## config.mk

```make
export PLATFORM = sky130hd
export DESIGN_NAME = mvyr_cell
export DESIGN_NICKNAME = d
export VERILOG_FILES = /design/src/design/mvyr_pkg.sv /design/src/design/mvyr_cell.sv
export SDC_FILE = /design/constraint.sdc
export NUM_CORES = 1
export LEC_CHECK = 0
export BUFFER_PORTS_ARGS = -buffer_cell sky130_fd_sc_hd__buf_2
export CORE_MARGIN = 4
export CORE_UTILIZATION = 25
export CTS_BUF_LIST = sky130_fd_sc_hd__clkbuf_16
export DETAILED_ROUTE_END_ITERATION = 7
export PLACE_DENSITY_LB_ADDON = 0.15
export SLEW_MARGIN = 20
export SYNTH_ARGS = -nofsm -noshare
export SYNTH_HDL_FRONTEND = slang
export SYNTH_SLANG_ARGS = --single-unit
```

## constraint.sdc

```tcl
create_clock -name clk -period 3.7 [get_ports clk]
set_input_delay 0.185 -clock clk [delete_from_list [all_inputs] [get_ports clk]]
set_output_delay 0.185 -clock clk [all_outputs]
set_load 0.01 [all_outputs]
```

## src/design/mvyr_pkg.sv

```systemverilog
// Package for the movement vector yaw rotator: types, widths and the arctangent table.
package mvyr_pkg;

    localparam int ANGLE_BITS = 16;
    localparam int MOVE_BITS  = 16;
    localparam int TURN_BITS  = 32;
    localparam int FRAC_BITS  = 16;
    localparam int GAIN_BITS  = 31;
    localparam int PROD_W     = MOVE_BITS + GAIN_BITS;
    localparam int PRE_SHIFT  = 30 - FRAC_BITS;
    localparam int XW         = 35;
    localparam int ZW         = 34;
    localparam int TABLE_LEN  = 32;

    localparam logic signed [GAIN_BITS-1:0] INV_GAIN_Q30 = 31'sd652032874;

    localparam logic [TURN_BITS-1:0] QUARTER_TURN       = 32'h4000_0000;
    localparam logic [TURN_BITS-1:0] HALF_TURN          = 32'h8000_0000;
    localparam logic [TURN_BITS-1:0] THREE_QUARTER_TURN = 32'hC000_0000;

    localparam logic [TURN_BITS-1:0] ATAN_TABLE [TABLE_LEN] = '{
        32'd536870912, 32'd316933406, 32'd167458907, 32'd85004756,
        32'd42667331,  32'd21354465,  32'd10679838,  32'd5340245,
        32'd2670163,   32'd1335087,   32'd667544,    32'd333772,
        32'd166886,    32'd83443,     32'd41722,     32'd20861,
        32'd10430,     32'd5215,      32'd2608,      32'd1304,
        32'd652,       32'd326,       32'd163,       32'd81,
        32'd41,        32'd20,        32'd10,        32'd5,
        32'd3,         32'd1,         32'd1,         32'd0
    };

    typedef struct packed {
        logic signed [MOVE_BITS-1:0] forward_move;
        logic signed [MOVE_BITS-1:0] side_move;
        logic [ANGLE_BITS-1:0]       current_pitch;
        logic [ANGLE_BITS-1:0]       current_yaw;
        logic [ANGLE_BITS-1:0]       target_pitch;
        logic [ANGLE_BITS-1:0]       target_yaw;
    } move_in_t;

    typedef struct packed {
        logic signed [MOVE_BITS-1:0] new_forward_move;
        logic signed [MOVE_BITS-1:0] new_side_move;
    } move_out_t;

    typedef struct packed {
        logic signed [XW-1:0] x;
        logic signed [XW-1:0] y;
        logic signed [ZW-1:0] z;
    } rot_t;

endpackage

```

## src/design/mvyr_cell.sv

```systemverilog
// One CORDIC rotation cell: a micro-rotation by the table angle of its stage.
module mvyr_cell #(
    parameter int STAGE = 0
) (
    input  logic           clk,
    input  logic           rst_n,
    input  logic           in_valid,
    output logic           in_ready,
    input  mvyr_pkg::rot_t in_data,
    output logic           out_valid,
    input  logic           out_ready,
    output mvyr_pkg::rot_t out_data
);
    import mvyr_pkg::*;

    logic                 valid_reg;
    logic                 valid_next;
    rot_t                 data_reg;
    rot_t                 data_next;
    logic signed [XW-1:0] xs;
    logic signed [XW-1:0] ys;
    logic signed [ZW-1:0] step;

    always_comb
    begin
        xs   = in_data.x >>> STAGE;
        ys   = in_data.y >>> STAGE;
        step = $signed({{(ZW-TURN_BITS){1'b0}}, ATAN_TABLE[STAGE]});
        if (!in_data.z[ZW-1])
        begin
            data_next.x = in_data.x - ys;
            data_next.y = in_data.y + xs;
            data_next.z = in_data.z - step;
        end
        else
        begin
            data_next.x = in_data.x + ys;
            data_next.y = in_data.y - xs;
            data_next.z = in_data.z + step;
        end
    end

    assign in_ready   = !valid_reg || out_ready;
    assign valid_next = in_ready ? in_valid : valid_reg;

    always_ff @(posedge clk or negedge rst_n)
    begin
        if (!rst_n)
        begin
            valid_reg <= 1'b0;
        end
        else
        begin
            valid_reg <= valid_next;
        end
    end

    always_ff @(posedge clk)
    begin
        if (in_valid && in_ready)
        begin
            data_reg <= data_next;
        end
    end

    assign out_valid = valid_reg;
    assign out_data  = data_reg;

endmodule

```

Word level (Yosys, flattened, before mapping)
Cells that the tools add are included.
- register bits after elaboration: 105
- input bits: 108
- word-level logic and storage cells: 13
- $add $sub $neg: 5
- muxes and demuxes: 1
- reduce and logical (&&, ||, !) cells: 3
- operators with widths (operator ; number):
    104-bit 2-to-1 mux ; 1
    35-bit subtractor ; 2
    35-bit adder ; 1
    34-bit by 31-bit adder with 34-bit output (second input constant) ; 1
    34-bit by 31-bit subtractor with 34-bit output (second input constant) ; 1
    1-bit logical AND ; 1
    1-bit logical NOT ; 1
    1-bit logical OR ; 1

Logic depth before layout (Yosys ltp)
- depth after elaboration: 3
- gate-level depth with buffers: 13
- gate-level depth less buffers: 12

Worst setup path before layout
No wires, ideal clock.
- path kind: reg2reg
- start point: register valid_reg, in the netlist out_valid
- end point: register data_reg (netlist bit out_data[0]), enable pin
- library setup time: 0.474 ns
- arrival: 2.985 ns
- required time: 3.226 ns
- path slack: 0.241 ns
- stages on the path, launching flop included: 3
- path buffers: 0
- cells stage by stage: dfrtp_1 > nand2b_1 > and2_1
- cells in the longest elaborated chain, start to end: 3
- RTL lines (item ; RTL line ; RTL):
    start, declared ; mvyr_cell.sv:16 ; logic valid_reg;
    start signal, assigned ; mvyr_cell.sv:54 ; valid_reg <= valid_next;
    1-bit logical NOT ; mvyr_cell.sv:43 ; assign in_ready = !valid_reg || out_ready;
    1-bit logical OR ; mvyr_cell.sv:43 ;
    named net in_ready ; mvyr_cell.sv:8 ; output logic in_ready,
    1-bit logical AND ; mvyr_cell.sv:60 ; if (in_valid && in_ready)
    end signal, assigned ; mvyr_cell.sv:62 ; data_reg <= data_next;
    end, declared ; mvyr_cell.sv:18 ; rot_t data_reg;
The timed path passes the listed nets, and every way through them passes these cells.
A chain may end at the register's enable or synchronous reset.

==> results_dict.tcl <==
set metrics [dict create \
    vias 8662 \
    htreeDepth 3 \
    dp_hpwl_um 27020 \
    worst_slack_ns 0.4970 \
    clock_latency_ns 0.39 \
    drt_iter0_drc 806 \
    clk_pin_slew_worst_paths_ns 0.08 \
    p_sw_share_pct 36.46 \
    drv_cap 0 \
    first_pass_iters 5 \
    grt_usage_pct 16.63 \
    die_h_um 201.1 \
    setup_viol 0 \
    leakagePower_nw 5.104 \
    clock_skew_ns 0.01583 \
    synth_seq_cells 104 \
    die_w_um 201.1 \
    intPower_mw 2.589 \
    fmax_ghz 0.3122 \
    critical_path_class "input pin to flop" \
    reg2reg_depth 3 \
    timing.final.hold_violations 0 \
    ant_nets 0 \
    grt_start_max_net_pins 68 \
    cts.path.max_buffers 2 \
    die_area_sq_um 40420 \
    synth_area_sq_um 9318 \
    drc 0 \
    cp_max_fo 12 \
    async_flop_share_pct 0.9615 \
    wl_per_cell_um 19.68 \
    gr-total-overflow 0 \
    cts-root-buf "clkbuf_16" \
    start_kind "input pin" \
    core.rowCount 70 \
    critPathCaptureType "flop" \
    synth_top_cell_area_share_pct 33.19 \
    reg2reg_setup_slack_ns 1.86 \
    status "finished clean" \
    synth_edf_count 103 \
    critPathBufInv 2 \
    syn-num-nets 1252 \
    layout-drive-gt1-share_pct 22.57 \
    r2r_start "out_valid$_DFFE_PN0N_" \
    grt_pass1_wl_um 52800 \
    grt_pass1_vias 8753 \
    critPathRequiredTime_ns 3.82 \
    hold_path_end "out_data[29]$_DFFE_PP_" \
    postCtsSetupRepairBufs 0 \
    drv_slew 0 \
    timing.critical_path.slowest_cell_delay_ns 0.53 \
    ys.flop_type "edfxtp_1" \
    min_period_over_period_pct 86.57 \
    area_growth_pct 24.53 \
    wirelength_um 34320 \
    irDropWorstVdd_mv 0.2143 \
    vias_per_cell 4.967 \
    r2r-end "out_data[45]$_DFFE_PP_" \
    switching_power_mw 1.486 \
    min_from "in_data[29]" \
    seq_area_frac_synth_pct 33.46 \
    tns_ns 0 \
    yosysUniqueCellTypes 81 \
    gp_congestion 0.8886 \
    cts_buffers 9 \
    initial_utilization_pct 25.39 \
    powerDensity_nw_per_um2 351.2 \
    p_comb_share_pct 37.0 \
    path_cells "buf_2 > inv_1 > ha_1 > nor2_1 > nand2_1 > nor4b_2 > or4b_1 > o21ai_2 > a21boi_2 > o31a_1 > o22a_1 > xor2_1" \
    fin_nets 1488 \
    ios 214 \
    arrival_ns 3.32 \
    clockPowerShare_pct 26.1 \
    portBuffers 213 \
    cts_tree "yes" \
    period_minus_slack_ns 3.203 \
    crit_slowest_cell "or4b_1" \
    antenna_found_initial 1 \
    synth_warnings 0 \
    pwr-share-seq_pct 36.9 \
    syn_avg_cell_area_sq_um 9.003 \
    post-place-ws_ns 0.1534 \
    yosys.area.top_type "edfxtp_1" \
    synthCells 1035 \
    antennaDiodeCount 0 \
    worst_pin_slew_ns 0.9327 \
    holdPathStages 2 \
    cts_num_sinks 104 \
    hp-class "input pin to flop" \
    core_area_sq_um 36700 \
    cp_top_family "simple AND/OR/NAND/NOR gates" \
    ys_top_cells_by_area "edfxtp_1, ha_1, a21oi_1, xnor2_1, inv_1" \
    rsz0062_at_grt "false" \
    slew_headroom_pct 36.21 \
]
[registers in the layout, summed over array words and instances, names as in the netlist]
register   cells
out_valid      1
out_data     103
[worst reg2reg max path, cell delays in order (launching register included)]
cell and delay, ns:
dfrtp_1 0.38, nand2b_1 0.11, and2_4 0.52, buf_12 0.38
[cells in the final DEF, fill, tap and decap left out, drive strengths merged, types with 5 or more instances in the layout]
cell         netlist  routed
nand2             47      47
a211oi            10      10
o21bai            15      15
a211o              6       6
xnor2             62      62
o21ai             70      70
ha               105     105
or3                5       5
and3               7       7
nand3             10      10
a31oi              7       7
nor2b             15      15
a2111oi            9       9
o31ai             15      15
a21o              29      29
nor2              83      83
o21a               9       9
nand2b            11      11
a21oi            119     119
nor3              20      20
and2               7       7
a221oi             5       5
mux2i             17      17
inv              105     107
nand4             15      15
clkbuf            21       9
xor2               8       8
o211ai             9       9
edfxtp           103     103
buf               27     242
dlygate4sd3        0      31
[synthesized netlist by cell type (14+ instances only)]
master,instances
edfxtp_1,103
nand4_1,15
xnor2_1,62
inv_1,103
o21bai_1,15
ha_1,105
a21oi_1,118
clkbuf_1,20
o31ai_1,14
nand2_1,47
nor2_1,83
nor2b_1,15
nor3_1,20
a21o_1,28
mux2i_1,17
o21ai_0,66
[area by class of cell]
cell class                 instances  area (sq um)
clock inverter                     7         78.83
sequential                       104          3118
multi-input combinational        778          5595
inverter                         105         394.1
timing repair buffer             273          1607
fill                            3882         25090
clock buffer                       9         225.2
tap                              468         585.6
[worst max-delay path by stage]
stage                               start                 endpoint  slack [ns]  cells past startpoint
CTS                           in_data[52]  out_data[103]$_DFFE_PP_        0.58                     12
floorplan           out_valid$_DFFE_PN0N_    out_data[0]$_DFFE_PP_        0.24                      2
global placement              in_data[52]  out_data[103]$_DFFE_PP_        0.11                     12
global route                  in_data[52]  out_data[103]$_DFFE_PP_        0.30                     12
finish                        in_data[52]  out_data[103]$_DFFE_PP_        0.50                     12
detailed placement            in_data[52]  out_data[103]$_DFFE_PP_        0.15                     12
[power groups by stage]
stage	registers, mW	logic [mW]	clock network [mW]
finish	1.50	1.51	1.07
floorplan	1.59	0.857	0
detailed placement	1.53	1.48	0
CTS	1.50	1.51	1.12
global placement	1.53	1.49	0
global route	1.51	1.66	1.15
[stage by stage]
| step | std cells | instance area, sq um | power (mW) | util (%) | hold slack (ns) |
|---|---|---|---|---|---|
| 6_report | 1744 | 11600 | 4.075 | 31.62 | 0.07952 |
| 5_1_grt | 1744 | 11600 | 4.323 | 31.62 | 0.06569 |
| 4_1_cts | 1744 | 11600 | 4.136 | 31.62 | 0.04804 |
| 3_5_place_dp | 1697 | 10990 | 3.008 | 29.95 | -0.03428 |
| 3_3_place_gp | 1697 | 10990 | 3.019 | 29.95 | -0.03921 |
| 2_1_floorplan | 1035 | 9318 | 2.450 | - | -0.1106 |
[timing repair]
item | 4_1_cts | 5_1_grt
hold buffers | 31 | 0
resized for setup | 0 | 0
endpoints found under the hold margin | 31 | 0
[cells by family after synthesis]
logic type | Yosys count | synth area share [%]
buffers and inverters | 153 | 6.513
AO/OA/AOI/OAI | 341 | 23.93
XOR/XNOR | 70 | 6.580
adder cells (fa/ha/maj) | 109 | 14.96
multiplexers | 17 | 1.826
flip-flops | 104 | 33.46
AND/OR/NAND/NOR | 241 | 12.73
[metal layers]
metal	GRT usage [%]	part of all wire, %
met3	2.956	5.5
met2	26.23	45
met4	4.671	1.7
met5	0	0.058
met1	23.42	48
Power figures use the tool's default switching activity.
