## src/design/mvyr_pkg.sv

```systemverilog
// Package for the movement vector yaw rotator: types, widths and the arctangent table.
package mvyr_pkg;

    localparam int ANGLE_BITS = 16;
    localparam int MOVE_BITS  = 16;
    localparam int TURN_BITS  = 32;
    localparam int FRAC_BITS  = 16;
    localparam int GAIN_BITS  = 31;
    localparam int PROD_W     = MOVE_BITS + GAIN_BITS;
    localparam int PRE_SHIFT  = 30 - FRAC_BITS;
    localparam int XW         = 35;
    localparam int ZW         = 34;
    localparam int TABLE_LEN  = 32;

    localparam logic signed [GAIN_BITS-1:0] INV_GAIN_Q30 = 31'sd652032874;

    localparam logic [TURN_BITS-1:0] QUARTER_TURN       = 32'h4000_0000;
    localparam logic [TURN_BITS-1:0] HALF_TURN          = 32'h8000_0000;
    localparam logic [TURN_BITS-1:0] THREE_QUARTER_TURN = 32'hC000_0000;

    localparam logic [TURN_BITS-1:0] ATAN_TABLE [TABLE_LEN] = '{
        32'd536870912, 32'd316933406, 32'd167458907, 32'd85004756,
        32'd42667331,  32'd21354465,  32'd10679838,  32'd5340245,
        32'd2670163,   32'd1335087,   32'd667544,    32'd333772,
        32'd166886,    32'd83443,     32'd41722,     32'd20861,
        32'd10430,     32'd5215,      32'd2608,      32'd1304,
        32'd652,       32'd326,       32'd163,       32'd81,
        32'd41,        32'd20,        32'd10,        32'd5,
        32'd3,         32'd1,         32'd1,         32'd0
    };

    typedef struct packed {
        logic signed [MOVE_BITS-1:0] forward_move;
        logic signed [MOVE_BITS-1:0] side_move;
        logic [ANGLE_BITS-1:0]       current_pitch;
        logic [ANGLE_BITS-1:0]       current_yaw;
        logic [ANGLE_BITS-1:0]       target_pitch;
        logic [ANGLE_BITS-1:0]       target_yaw;
    } move_in_t;

    typedef struct packed {
        logic signed [MOVE_BITS-1:0] new_forward_move;
        logic signed [MOVE_BITS-1:0] new_side_move;
    } move_out_t;

    typedef struct packed {
        logic signed [XW-1:0] x;
        logic signed [XW-1:0] y;
        logic signed [ZW-1:0] z;
    } rot_t;

endpackage

```

## src/design/mvyr_finish.sv

```systemverilog
// Back end: round off the fraction, saturate and hold the result in the output register.
module mvyr_finish (
    input  logic               clk,
    input  logic               rst_n,
    input  logic               in_valid,
    output logic               in_ready,
    input  mvyr_pkg::rot_t     in_data,
    output logic               out_valid,
    input  logic               out_ready,
    output mvyr_pkg::move_out_t out_data
);
    import mvyr_pkg::*;

    localparam logic signed [XW-1:0] ROUND_HALF =
        $signed({{(XW-FRAC_BITS){1'b0}}, 1'b1, {(FRAC_BITS-1){1'b0}}});

    logic                 valid_reg;
    logic                 valid_next;
    move_out_t            data_reg;
    move_out_t            data_next;
    logic signed [XW-1:0] rx;
    logic signed [XW-1:0] ry;

    function automatic logic signed [MOVE_BITS-1:0] clamp(input logic signed [XW-1:0] v);
        logic signed [MOVE_BITS-1:0] r;
        if (v[XW-1:MOVE_BITS-1] == {(XW-MOVE_BITS+1){1'b0}} ||
            v[XW-1:MOVE_BITS-1] == {(XW-MOVE_BITS+1){1'b1}})
        begin
            r = v[MOVE_BITS-1:0];
        end
        else if (v[XW-1])
        begin
            r = $signed({1'b1, {(MOVE_BITS-1){1'b0}}});
        end
        else
        begin
            r = $signed({1'b0, {(MOVE_BITS-1){1'b1}}});
        end
        return r;
    endfunction

    always_comb
    begin
        rx = (in_data.x + ROUND_HALF) >>> FRAC_BITS;
        ry = (in_data.y + ROUND_HALF) >>> FRAC_BITS;
        data_next.new_forward_move = clamp(rx);
        data_next.new_side_move    = clamp(ry);
    end

    assign in_ready   = !valid_reg || out_ready;
    assign valid_next = in_ready ? in_valid : valid_reg;

    always_ff @(posedge clk or negedge rst_n)
    begin
        if (!rst_n)
        begin
            valid_reg <= 1'b0;
        end
        else
        begin
            valid_reg <= valid_next;
        end
    end

    always_ff @(posedge clk)
    begin
        if (in_valid && in_ready)
        begin
            data_reg <= data_next;
        end
    end

    assign out_valid = valid_reg;
    assign out_data  = data_reg;

endmodule

```

## config.mk

```make
export PLATFORM = sky130hd
export DESIGN_NAME = mvyr_finish
export DESIGN_NICKNAME = d
export VERILOG_FILES = /design/src/design/mvyr_pkg.sv /design/src/design/mvyr_finish.sv
export SDC_FILE = /design/constraint.sdc
export NUM_CORES = 1
export LEC_CHECK = 0
export ABC_CLOCK_PERIOD_IN_PS = 1850
export BUFFER_PORTS_ARGS = -buffer_cell sky130_fd_sc_hd__buf_4
export CORE_UTILIZATION = 35
export CTS_BUF_LIST = sky130_fd_sc_hd__clkbuf_16
export CTS_CLUSTER_SIZE = 24
export DETAILED_ROUTE_END_ITERATION = 7
export PLACE_DENSITY = 0.69
export SLEW_MARGIN = 10
export SYNTH_ARGS = -nofsm -noshare
export SYNTH_HDL_FRONTEND = slang
export SYNTH_SLANG_ARGS = --single-unit
```

## constraint.sdc

```tcl
create_clock -name clk -period 1.85 [get_ports clk]
set_input_delay 0.37 -clock clk [delete_from_list [all_inputs] [get_ports clk]]
set_output_delay 0.37 -clock clk [all_outputs]
set_load 0.1 [all_outputs]
```

Yosys cells after proc, flatten, opt, wreduce, memory -nomap -nowiden. Index checks and enable logic that the tools add are counted. W data, S select, Z words.

Register bits: 33. Input port bits: 108. Output and inout bits: 34. Word-level logic and storage cells: 18.

$add $sub $neg: 2. Eq/ne operators: 2. Multiplexer cells: 4. Reduce and logical (&&, ||, !) cells: 7.

Operator list (count): $add A35 B17 Y35 const B (2); $mux W16 (4); $eq A20 B20 Y1 const B (2); $logic_not A20 Y1 (2); $logic_or A1 B1 Y1 (3); $logic_and A1 B1 Y1 (1); $logic_not A1 Y1 (1).

Depth between registers and ports, before layout.
Depth in word-level cells: 4. Gate-level depth with buffers: 8. Depth with buffers taken out: 7.

Worst setup path before layout. OpenSTA, ideal clock, no wires.

Kind: register -> register. Start: register valid_reg, in the netlist out_valid. End: register data_reg (netlist bit out_data[0]), enable pin. Library setup time: 0.392 ns. Arrival: 2.575 ns. Data required time: 1.458 ns. Setup slack: -1.117 ns. Cell stages (with the launch flop): 3. Buffers on the path: 0. Period minus slack after synthesis: 2.967 ns. Path through: dfrtp_1 -> nand2b_1 -> and2_1.

Word-level cells in the longest chain between the ends: 3.

Ends and longest elaborated chain: start, declared (RTL line mvyr_finish.sv:17) `logic valid_reg;`; start signal, assigned (RTL line mvyr_finish.sv:61) `valid_reg <= valid_next;`; $logic_not A1 Y1 (RTL line mvyr_finish.sv:50) `assign in_ready = !valid_reg || out_ready;`; $logic_or A1 B1 Y1 (RTL line mvyr_finish.sv:50); net in_ready (RTL line mvyr_finish.sv:6) `output logic in_ready,`; $logic_and A1 B1 Y1 (RTL line mvyr_finish.sv:67) `if (in_valid && in_ready)`; end signal, assigned (RTL line mvyr_finish.sv:69) `data_reg <= data_next;`; end, declared (RTL line mvyr_finish.sv:19) `move_out_t data_reg;`.

The timed path passes the listed nets, and every way through them passes these cells. A chain may end at the register's enable or synchronous reset.

==> metrics.md <==
| Metric | Value |
|---|---|
| Outcome | `complete, but fails checks` |
| Failing checks | `negative setup slack` |
| GRT Residual Overflow | `0` |
| Worst hold-check path type | `primary input to flop` |
| Post-Layout Inst Area | `3598 um2` |
| Setup Skew | `3.657 ps` |
| Post-detail-place hpwl | `4488 um` |
| Part of the Yosys area used for sequential elements | `0.4652` |
| Post-layout util | `0.6340` |
| Register Area | `roughly 990 um2` |
| Latest clock arrival within the worst-skew pair | `between 200 and 300 ps` |
| Via count | `2085` |
| Post-route ant nets | `0` |
| Initial Util | `0.3735` |
| Syn avg cell area | `10.60 um2` |
| Total die area | `about 6400 um2` |
| Clock-pin slew on the worst setup and hold paths | `about 50 ps` |
| Root cell of the clock tree | `clkbuf_16` |
| Drt pass-1 iters | `4` |
| Final Slew Violations | `0` |
| Worst IR Drop VDD | `approximately 0.00037 V` |
| Period utilization | `1.060` |
| Asr flop ratio synth | `0.03030` |
| Total CTS buffers | `5` |
| Gr usage total | `0.1966` |
| Post-Place Cell Area | `around 3300 um2` |
| Worst setup EP type | `flop` |
| Final hold slack | `304.0 ps` |
| Synth cell types | `between 40 and 50` |
| Filler Cell Count | `between 400 and 500` |
| DRC violations left | `0` |
| Global-route wire length before repair | `roughly 9600 um` |
| Antenna violations before repair | `0` |
| Row count | `27` |
| Core Region | `between 5000 and 6000 um2` |
| # IOs | `approximately 140` |
| Worst EP required | `between 1500 and 2000 ps` |
| Least-Margin Pin Slew | `481.8 ps` |
| Largest cells by area after synthesis | `edfxtp_1, xor2_1, xnor2_1` |
| Antenna diode count | `0` |
| Final Wtd Congestion | `roughly 0.86` |
| Syn nets | `310` |
| WL/cell | `13.93 um` |
| Vias in the first global route | `2085` |
| Startpoint Class | `primary input` |
| Post-Layout Cell Count | `between 400 and 500` |
| Final hold violation count | `0` |
| Vias per inst | `5.012` |
| Power Density | `around 700 nW/um2` |
| Crit path time final | `a little under 2000 ps` |
| Worst setup margin | `-111.3 ps` |
| Final wirelength | `between 5000 and 6000 um` |
| Multi-input combinational cell area | `between 1000 and 1500 um2` |
| Peak Freq | `just over 500 MHz` |
| Clock Tree Buf Depth | `2` |
| Place WS | `-486.8 ps` |
| Final #Nets | `roughly 450` |
| H-Tree Depth | `2` |
| Main synth FF type | `edfxtp_1` |
| Syn Inst Count | `200` |
| Die height | `79.82 um` |
| Flops & latches, synth | `33` |
| Post-synth top area cell | `edfxtp_1` |
| EDFF count, synth | `32` |
| RSZ-0062 raised after global routing | `yes` |
| Post-Syn Area | `2120 um2` |
| CP Class | `primary input to flop` |
| Synth-to-layout area growth | `69.78%` |
| Crit path max fanout | `3` |
| Most frequent cell after synthesis | `edfxtp_1` |
| LEAKAGE | `between 1 and 1.5 nW` |
| Share of cells above drive strength 1 | `0.5349` |
| Post-synth top cells | `edfxtp_1, o21ai_0, nand3_1` |
| Largest net degree at the start of global routing | `33` |
| Placed cells | `400` |
| Initial detailed-routing violation count | `a little under 100` |
| TritonCTS clock tree | `built` |
| Max-Cap Viols | `0` |
| Yosys warns | `0` |
| # setup viols final | `14` |
| Clk sinks | `33` |
| Die Wd | `~80 um` |
| Slew HR | `0.6758` |
| IO buf count | `between 70 and 80` |
| Top cell type's share of synthesized area | `0.4534` |
| Critical Path AT | `between 1500 and 2000 ps` |
## layout by cell type, fill, tap and decap left out, types with 3 or more instances in the layout
| master | instances |
|---|---|
| a21oi_2 | 6 |
| and3_1 | 9 |
| buf_4 | 128 |
| buf_6 | 6 |
| buf_8 | 4 |
| clkbuf_16 | 5 |
| edfxtp_1 | 32 |
| inv_1 | 6 |
| nand2_1 | 11 |
| nand2_2 | 3 |
| nand3_1 | 15 |
| nand4_1 | 7 |
| nand4_4 | 3 |
| nor2_1 | 7 |
| nor3_1 | 3 |
| nor4_1 | 4 |
| nor4_4 | 4 |
| o21ai_0 | 9 |
| o21ai_1 | 12 |
| o21ai_2 | 4 |
| xnor2_1 | 14 |
| xor2_1 | 16 |
## timing repair
action,in CTS,in global routing
hold buffers,1,0
resized for setup,23,7
pin swaps,12,4
hold endpoints to repair,1,0
setup endpoints to repair,15,16
cloned,1,0
buffers inserted,4,2
## cells by family (layout without fill, tap and decap cells)
| logic type | count (synthesis) | in the layout | synth area share |
|---|---|---|---|
| AND/OR/NAND/NOR | 83 | 83 | 0.2355 |
| buffers and inverters | 10 | 154 | 0.03246 |
| flip-flops | 33 | 33 | 0.4652 |
| adder cells (fa/ha/maj) | 2 | 2 | 0.01180 |
| XOR/XNOR | 31 | 31 | 0.1316 |
| AO/OA/AOI/OAI | 41 | 41 | 0.1234 |
## power breakdown
group          internal [mW]  total [mW]  switching (mW)  leakage [nW]
combinational          0.289       0.850           0.561          1.08
sequential             0.885       0.900          0.0144         0.312
clock                  0.483       0.764           0.281        0.0738
## per-layer routing
metal,global-route usage,wire length (um),vias up
li1,-,-,1034
met1,0.2326,2315,972
met2,0.3496,3062,68
met3,0.03543,308,11
met4,0.07679,110,0
met5,0,0,-
## per-stage QoR
step / TNS, ps / total power, mW
6_report: -1152 / 2.513
3_5_place_dp: -7844 / 1.726
3_3_place_gp: -6191 / 1.714
2_1_floorplan: -4072 / 1.422
5_1_grt: -2361 / 2.610
4_1_cts: -688.1 / 2.519
## registers in the layout, indices dropped and copies added (netlist names)
name	cells
out_valid	1
out_data	32
## cell type report
| cell class | instances | share of cell area |
|---|---|---|
| Timing Repair Buffer | 142 | 0.3241 |
| Tap cell | 72 | 0.02503 |
| Multi-Input combinational cell | 157 | 0.3345 |
| Clock inverter | 3 | 0.003129 |
| Clock buffer | 5 | 0.03477 |
| Inverter | 4 | 0.004172 |
| Sequential cell | 33 | 0.2743 |
## critical path: stages
cell and delay, ps:
buf_8 80, nand4_4 130, buf_6 160, or4_4 540, o21ai_2 140, a22oi_2 120, buf_4 150, nor2b_4 110
a21o_1 180
## path summary, 6_finish.rpt
kind	to	slack (ps)	startpoint	cells after the start
min in group asynchronous	out_valid$_DFFE_PN0N_	400	rst_n	2
hold / removal	out_valid$_DFFE_PN0N_	300	in_valid	2
hold reg to reg	out_valid$_DFFE_PN0N_	540	out_valid$_DFFE_PN0N_	2
setup / recovery	out_data[6]$_DFFE_PP_	-110	in_data[59]	9
setup reg to reg	out_data[13]$_DFFE_PP_	570	out_valid$_DFFE_PN0N_	2
max in group asynchronous	out_valid$_DFFE_PN0N_	1360	rst_n	2
Power figures use the tool's default switching activity.
