### src/design/mvyr_pkg.sv
// Package for the movement vector yaw rotator: types, widths and the arctangent table.
package mvyr_pkg;

    localparam int ANGLE_BITS = 16;
    localparam int MOVE_BITS  = 16;
    localparam int TURN_BITS  = 32;
    localparam int FRAC_BITS  = 16;
    localparam int GAIN_BITS  = 31;
    localparam int PROD_W     = MOVE_BITS + GAIN_BITS;
    localparam int PRE_SHIFT  = 30 - FRAC_BITS;
    localparam int XW         = 35;
    localparam int ZW         = 34;
    localparam int TABLE_LEN  = 32;

    localparam logic signed [GAIN_BITS-1:0] INV_GAIN_Q30 = 31'sd652032874;

    localparam logic [TURN_BITS-1:0] QUARTER_TURN       = 32'h4000_0000;
    localparam logic [TURN_BITS-1:0] HALF_TURN          = 32'h8000_0000;
    localparam logic [TURN_BITS-1:0] THREE_QUARTER_TURN = 32'hC000_0000;

    localparam logic [TURN_BITS-1:0] ATAN_TABLE [TABLE_LEN] = '{
        32'd536870912, 32'd316933406, 32'd167458907, 32'd85004756,
        32'd42667331,  32'd21354465,  32'd10679838,  32'd5340245,
        32'd2670163,   32'd1335087,   32'd667544,    32'd333772,
        32'd166886,    32'd83443,     32'd41722,     32'd20861,
        32'd10430,     32'd5215,      32'd2608,      32'd1304,
        32'd652,       32'd326,       32'd163,       32'd81,
        32'd41,        32'd20,        32'd10,        32'd5,
        32'd3,         32'd1,         32'd1,         32'd0
    };

    typedef struct packed {
        logic signed [MOVE_BITS-1:0] forward_move;
        logic signed [MOVE_BITS-1:0] side_move;
        logic [ANGLE_BITS-1:0]       current_pitch;
        logic [ANGLE_BITS-1:0]       current_yaw;
        logic [ANGLE_BITS-1:0]       target_pitch;
        logic [ANGLE_BITS-1:0]       target_yaw;
    } move_in_t;

    typedef struct packed {
        logic signed [MOVE_BITS-1:0] new_forward_move;
        logic signed [MOVE_BITS-1:0] new_side_move;
    } move_out_t;

    typedef struct packed {
        logic signed [XW-1:0] x;
        logic signed [XW-1:0] y;
        logic signed [ZW-1:0] z;
    } rot_t;

endpackage

### src/design/mvyr_prep.sv
// Front end: gain-compensating multiply, view yaw difference and quadrant fold.
module mvyr_prep (
    input  logic              clk,
    input  logic              rst_n,
    input  logic              in_valid,
    output logic              in_ready,
    input  mvyr_pkg::move_in_t in_data,
    output logic              out_valid,
    input  logic              out_ready,
    output mvyr_pkg::rot_t    out_data
);
    import mvyr_pkg::*;

    logic                    s1_valid_reg;
    logic                    s1_valid_next;
    logic signed [PROD_W-1:0] pf_reg;
    logic signed [PROD_W-1:0] ps_reg;
    logic                    flip_reg;
    logic signed [ZW-1:0]    z_reg;
    logic                    s2_valid_reg;
    logic                    s2_valid_next;
    logic                    s2_ready;
    rot_t                    rot_reg;
    rot_t                    rot_next;

    logic [TURN_BITS-1:0]     cur_p;
    logic [TURN_BITS-1:0]     cur_y;
    logic [TURN_BITS-1:0]     tgt_p;
    logic [TURN_BITS-1:0]     tgt_y;
    logic [TURN_BITS-1:0]     d;
    logic [TURN_BITS-1:0]     d_fold;
    logic [TURN_BITS-1:0]     d_quad;
    logic                     flip;
    logic signed [PROD_W-1:0] pf;
    logic signed [PROD_W-1:0] ps;
    logic signed [PROD_W-1:0] pf_sh;
    logic signed [PROD_W-1:0] ps_sh;
    logic signed [XW-1:0]     xf;
    logic signed [XW-1:0]     ys;

    always_comb
    begin
        cur_p = {in_data.current_pitch, {(TURN_BITS-ANGLE_BITS){1'b0}}};
        cur_y = {in_data.current_yaw,   {(TURN_BITS-ANGLE_BITS){1'b0}}};
        tgt_p = {in_data.target_pitch,  {(TURN_BITS-ANGLE_BITS){1'b0}}};
        tgt_y = {in_data.target_yaw,    {(TURN_BITS-ANGLE_BITS){1'b0}}};
        if (cur_p > QUARTER_TURN && cur_p < THREE_QUARTER_TURN)
        begin
            cur_y = cur_y + HALF_TURN;
        end
        if (tgt_p > QUARTER_TURN && tgt_p < THREE_QUARTER_TURN)
        begin
            tgt_y = tgt_y + HALF_TURN;
        end
        d      = tgt_y - cur_y;
        d_quad = d + QUARTER_TURN;
        flip   = d_quad[TURN_BITS-1];
        d_fold = flip ? d + HALF_TURN : d;
        pf = PROD_W'(in_data.forward_move) * PROD_W'(INV_GAIN_Q30);
        ps = PROD_W'(in_data.side_move) * PROD_W'(INV_GAIN_Q30);
    end

    always_comb
    begin
        pf_sh = pf_reg >>> PRE_SHIFT;
        ps_sh = ps_reg >>> PRE_SHIFT;
        xf    = pf_sh[XW-1:0];
        ys    = ps_sh[XW-1:0];
        rot_next.x = flip_reg ? -xf : xf;
        rot_next.y = flip_reg ? -ys : ys;
        rot_next.z = z_reg;
    end

    assign s2_ready      = !s2_valid_reg || out_ready;
    assign in_ready      = !s1_valid_reg || s2_ready;
    assign s1_valid_next = in_ready ? in_valid : s1_valid_reg;
    assign s2_valid_next = s2_ready ? s1_valid_reg : s2_valid_reg;

    always_ff @(posedge clk or negedge rst_n)
    begin
        if (!rst_n)
        begin
            s1_valid_reg <= 1'b0;
            s2_valid_reg <= 1'b0;
        end
        else
        begin
            s1_valid_reg <= s1_valid_next;
            s2_valid_reg <= s2_valid_next;
        end
    end

    always_ff @(posedge clk)
    begin
        if (in_valid && in_ready)
        begin
            pf_reg   <= pf;
            ps_reg   <= ps;
            flip_reg <= flip;
            z_reg    <= $signed({{(ZW-TURN_BITS){d_fold[TURN_BITS-1]}}, d_fold});
        end
        if (s1_valid_reg && s2_ready)
        begin
            rot_reg <= rot_next;
        end
    end

    assign out_valid = s2_valid_reg;
    assign out_data  = rot_reg;

endmodule

### config.mk
export PLATFORM = sky130hd
export DESIGN_NAME = mvyr_prep
export DESIGN_NICKNAME = d
export VERILOG_FILES = /design/src/design/mvyr_pkg.sv /design/src/design/mvyr_prep.sv
export SDC_FILE = /design/constraint.sdc
export NUM_CORES = 1
export LEC_CHECK = 0
export BUFFER_PORTS_ARGS = -buffer_cell sky130_fd_sc_hd__buf_2
export CAP_MARGIN = 10
export CORE_MARGIN = 2
export CORE_UTILIZATION = 57
export CTS_CLUSTER_DIAMETER = 60
export DETAILED_ROUTE_END_ITERATION = 6
export PLACE_DENSITY = 0.89
export SYNTH_ARGS = -nofsm -noshare
export SYNTH_HDL_FRONTEND = slang
export SYNTH_SLANG_ARGS = --single-unit
### constraint.sdc
create_clock -name clk -period 3.3 [get_ports clk]
set_input_delay 0.33 -clock clk [delete_from_list [all_inputs] [get_ports clk]]
set_output_delay 0.33 -clock clk [all_outputs]
set_load 0.005 [all_outputs]
After elaboration in Yosys (flattened, before gate mapping)
Cells that the tools add are included.
{ "totals": {"ff_bits": 229, "out_inout_bits": 106, "wordCells": 35} }
{ "classes": {"n_addsub": 7, "n_mul": 2, "n_lt_le_gt_ge": 4, "n_mux": 5, "n_reduce_logical": 8} }
{ "ops": {"columns": ["op", "n"], "rows": [
  ["adder 32 bit (second input constant)", 3],
  ["two-way mux 32 bit", 3],
  ["multiplier 16 x 30 -> 46 bit (second input constant)", 2],
  ["two-way mux 35 bit", 2],
  ["negation 33 -> 35 bit", 2],
  ["greater-than comparator 32 x 31 -> 1 bit (second input constant)", 2],
  ["< comparator 32 bit (second input constant)", 2],
  ["adder 32 x 31 -> 32 bit (second input constant)", 1],
  ["subtractor 32 bit", 1],
  ["logical AND 1 bit", 4],
  ["logical NOT 1 bit", 2],
  ["logical OR 1 bit", 2]
]} }

Logic depth before layout (Yosys ltp)
{ "depth": {"word_depth": 6, "depth_mapped": 23, "ltp_nobuf": 22} }

Worst setup path before layout
Ideal clock, no wire load.
{ "synth_timing": {"path_kind": "input-to-reg", "startpoint": "input port in_data[74] (netlist name)", "endpoint": "register ps_reg[44] (data pin)", "setup_ps": 258, "arrival_ps": 6028, "t_required_ps": 3042, "setup_slack_ps": -2986, "path_stages": 21, "n_path_buf": 1, "cell_sequence": "inv_1 > fa_1 > fa_1 > fa_1 > inv_1 > fa_1 > fa_1 > inv_1 > fa_1 > inv_1 > ha_1 > a21o_1 > a221oi_1 > a21oi_1 > a21oi_1 > or3b_2 > clkbuf_1 > a21o_1 > a211o_1 > a21oi_1 > xnor2_1"} }
{ "synth_via": {"elab_chain_len": 1} }
{ "synth_lines": {"columns": ["item", "line_no", "source"], "rows": [
  ["start: declaration", "mvyr_prep.sv:7", "input mvyr_pkg::move_in_t in_data,"],
  ["multiplier 16 x 30 -> 46 bit", "mvyr_prep.sv:60", "ps = PROD_W'(in_data.side_move) * PROD_W'(INV_GAIN_Q30);"],
  ["net ps[44]", "mvyr_prep.sv:35", "logic signed [PROD_W-1:0] ps;"],
  ["end signal: assignment", "mvyr_prep.sv:98", "ps_reg <= ps;"],
  ["end: declaration", "mvyr_prep.sv:17", "logic signed [PROD_W-1:0] ps_reg;"]
]} }
The timed path passes the listed nets, and every way through them passes these cells.
A chain may end at the register's enable or synchronous reset.

Worst setup path after layout
{ "layout_timing": {"startpoint": "input port in_data[66] (netlist name)", "endpoint": "register ps_reg[44] (data pin)"} }
Same word-level chain as after synthesis.

==> results.ini <==
[run_status]
outcome=finished with violations
violations=negative setup slack

[synthesis]
synth_common_cells=inv_1, fa_1, ha_1
synth_top_area_cell=fa_1
synth_flop_cell=edfxtp_1
async_flop_share=0.0117
ys_types=72
syn_inst=2097
synth.most_common_cell=inv_1
yosysWarnings=0
synth_area_leaders=fa_1, edfxtp_1, ha_1, inv_1, xnor2_1
syn_avg_cell_area_um2=11.0
synth_top_area_share=0.307
synth_edf_count=169
netlist_area_um2=23000
synth_seq_cells=171
synth-seq-area-share=0.223

[timing]
clock_skew_ns=0.0134
drv_slew=0
rsz0062_at_grt=true
setup_viol=74
fin_crit_ns=5.80
tightest_slew_ns=1.18
max_slew_margin=0.212
whs_ns=0.187
fmax_mhz=172
layout_setup_ws_ns=-2.50
post-route-period-util=1.76
hold_viol_final=0

[die]
die_area_um2=41900
rows=73
initial_core_util=0.579
io_pins=206
fp.dieH_um=205
die_w_um=205
fp.coreArea_um2=39700

[place]
gp_congestion=0.999
io_buffer_count=189
dp_hpwl_um=58300
dp_cells=3170
placed_area_um2=27900

[worst_setup_path]
reg2reg_to=out_data[100]$_DFFE_PP_
ff2ff_path_depth=9
worstPathRequired_ns=3.51
path_cells=buf_4 > buf_4 > ha_4 > fa_2 > fa_1 > fa_1 > inv_2 > fa_1 > fa_1 > inv_2 > ha_4 > and2_4 > a221oi_2 > a21oi_2 > a21oi_2 > or3b_4 > a21o_4 > a211o_1 > a21oi_2 > xnor2_1
r2r_start=pf_reg[17]$_DFFE_PP_
worstPathArrival_ns=6.01
cp_slowest_cell=fa_2
path_common_cell=fa_1
path_class=input port to flip-flop
critPathMaxStageDelay_ns=0.63
end_kind=flip-flop
path_max_fanout=4
rrSetupSlack_ns=-0.41
worst_setup_path_start_kind=input port
startpoint=in_data[66]
endpoint=ps_reg[44]$_DFFE_PP_

[routing]
drtIter0Drc=1891
wl_per_cell_um=23.6
ant_nets=0
drc=0
drtPass1Iterations=7
drt-vias-per-instance=5.73
vias=18723
drt-total-wl_um=77100

[layout]
fin_cells=3270
area_growth_pct=32.7
layout.nets=3525
drive_above_1_share=0.348
largest_register_ffs=86
fin_util=0.767
final_cell_area_um2=30500

[clock_tree]
cts_tree=done
clk_pin_slew_worst_paths_ns=0.07
cts_root_buf=clkbuf_16
clock_sinks=171
clockBufferDepth=2
htree_levels=4
cts_made_buffers=17
clock_latency_ns=0.45

[hold_path]
min_from=in_valid
hold_path_class=input port to flip-flop

[global_routing]
grt_max_degree=87
grt_overflow=0
antenna_found_initial=1
grt_pass1_wl_um=110000
track_usage=0.353
grt_pass1_vias=19612

[run]
maxCapViolations=0

## critical path: cells and delay by family
kind                       cells  cell delay, ns
xor gates and xnor gates       1            0.07
buffers and inverters          4            0.44
and+or+nand+nor                2            0.56
adders and majority gates      7            3.27
AOI/OAI and AO/OA              6            1.33
## cells by family (layout without fill, tap and decap cells)
kind of cell	Yosys count	count (layout)	synth area share
simple gates	259	259	0.0593
fa+ha+maj	694	694	0.493
mux	4	4	0.00174
buf+inv	590	1222	0.0993
flops	171	171	0.223
other cells	1	17	0.000163
compound gates	250	250	0.0747
xor+xnor	128	128	0.0488
## metrics by stage
| stage | setup WS, ns | TNS, ns |
|---|---|---|
| 3_3_place_gp | -2.82 | -159.01 |
| 2_1_floorplan | -2.54 | -125.26 |
| 6_report | -2.50 | -138.46 |
| 3_5_place_dp | -2.99 | -167.08 |
| 5_1_grt | -2.59 | -144.76 |
| 4_1_cts | -2.34 | -125.42 |
## worst min-delay path by stage
stage                     slack, ns  cells past startpoint                       end
final                          0.19                      2  s1_valid_reg$_DFFE_PN0N_
after global routing           0.19                      2  s1_valid_reg$_DFFE_PN0N_
after CTS                      0.09                      2  s1_valid_reg$_DFFE_PN0N_
after detailed placement       0.12                      1  s1_valid_reg$_DFFE_PN0N_
after global placement         0.11                      1  s1_valid_reg$_DFFE_PN0N_
after floorplan                0.03                      0     out_valid$_DFFE_PN0P_
## layout by cell type, fill, tap and decap left out, types with 8 or more instances in the layout
cell type,synthesis,layout
o21a_1,11,10
o41ai_1,9,8
and3_1,11,9
nand4_1,12,12
clkbuf_16,0,17
edfxtp_1,169,169
inv_2,0,42
buf_8,0,8
nand2b_1,15,15
nand3_1,16,13
conb_1,1,16
a21o_1,35,34
or3_1,9,8
buf_6,0,54
o21ai_0,46,28
o31ai_1,18,16
fa_2,0,31
a21oi_1,53,21
a21oi_4,0,10
nand2_1,56,48
xor2_1,24,23
ha_4,0,51
nor3_1,24,17
xnor2_1,104,95
xnor2_2,0,9
a21oi_2,0,22
buf_2,0,166
nor2_1,57,46
fa_1,353,322
ha_2,0,8
inv_1,556,506
ha_1,341,282
o21ai_2,0,12
buf_4,18,397
nor2_2,0,8
## routing by layer
layer  vias up  global-route usage  share of wire
met5         -                   0              0
met3       279              0.0593          0.089
met2      1114               0.581           0.47
met1      9278               0.485           0.40
li1       8052                   -              -
met4         0              0.0945          0.041
## layout make-up
class                   instances  area (um^2)
repair buffers                633         4680
well taps                     525          657
multi-input cells            1351        17300
clock buffers                  19          433
fillers                      2392         9240
flip-flops and latches        171         5120
diodes                          1         2.50
clock inverters                13          155
inverters                     557         2110
## repair_timing
action | CTS | global route
pin swaps | 159 | 87
endpoints found under the setup margin | 74 | 77
hold buffers | 1 | 0
hold endpoints to repair | 2 | 0
resized for setup | 241 | 110
setup buffers | 51 | 28
cloned | 0 | 0
Power is not shown: default switching activity piles up to over one toggle a cycle in this logic, so the estimate is an artifact.
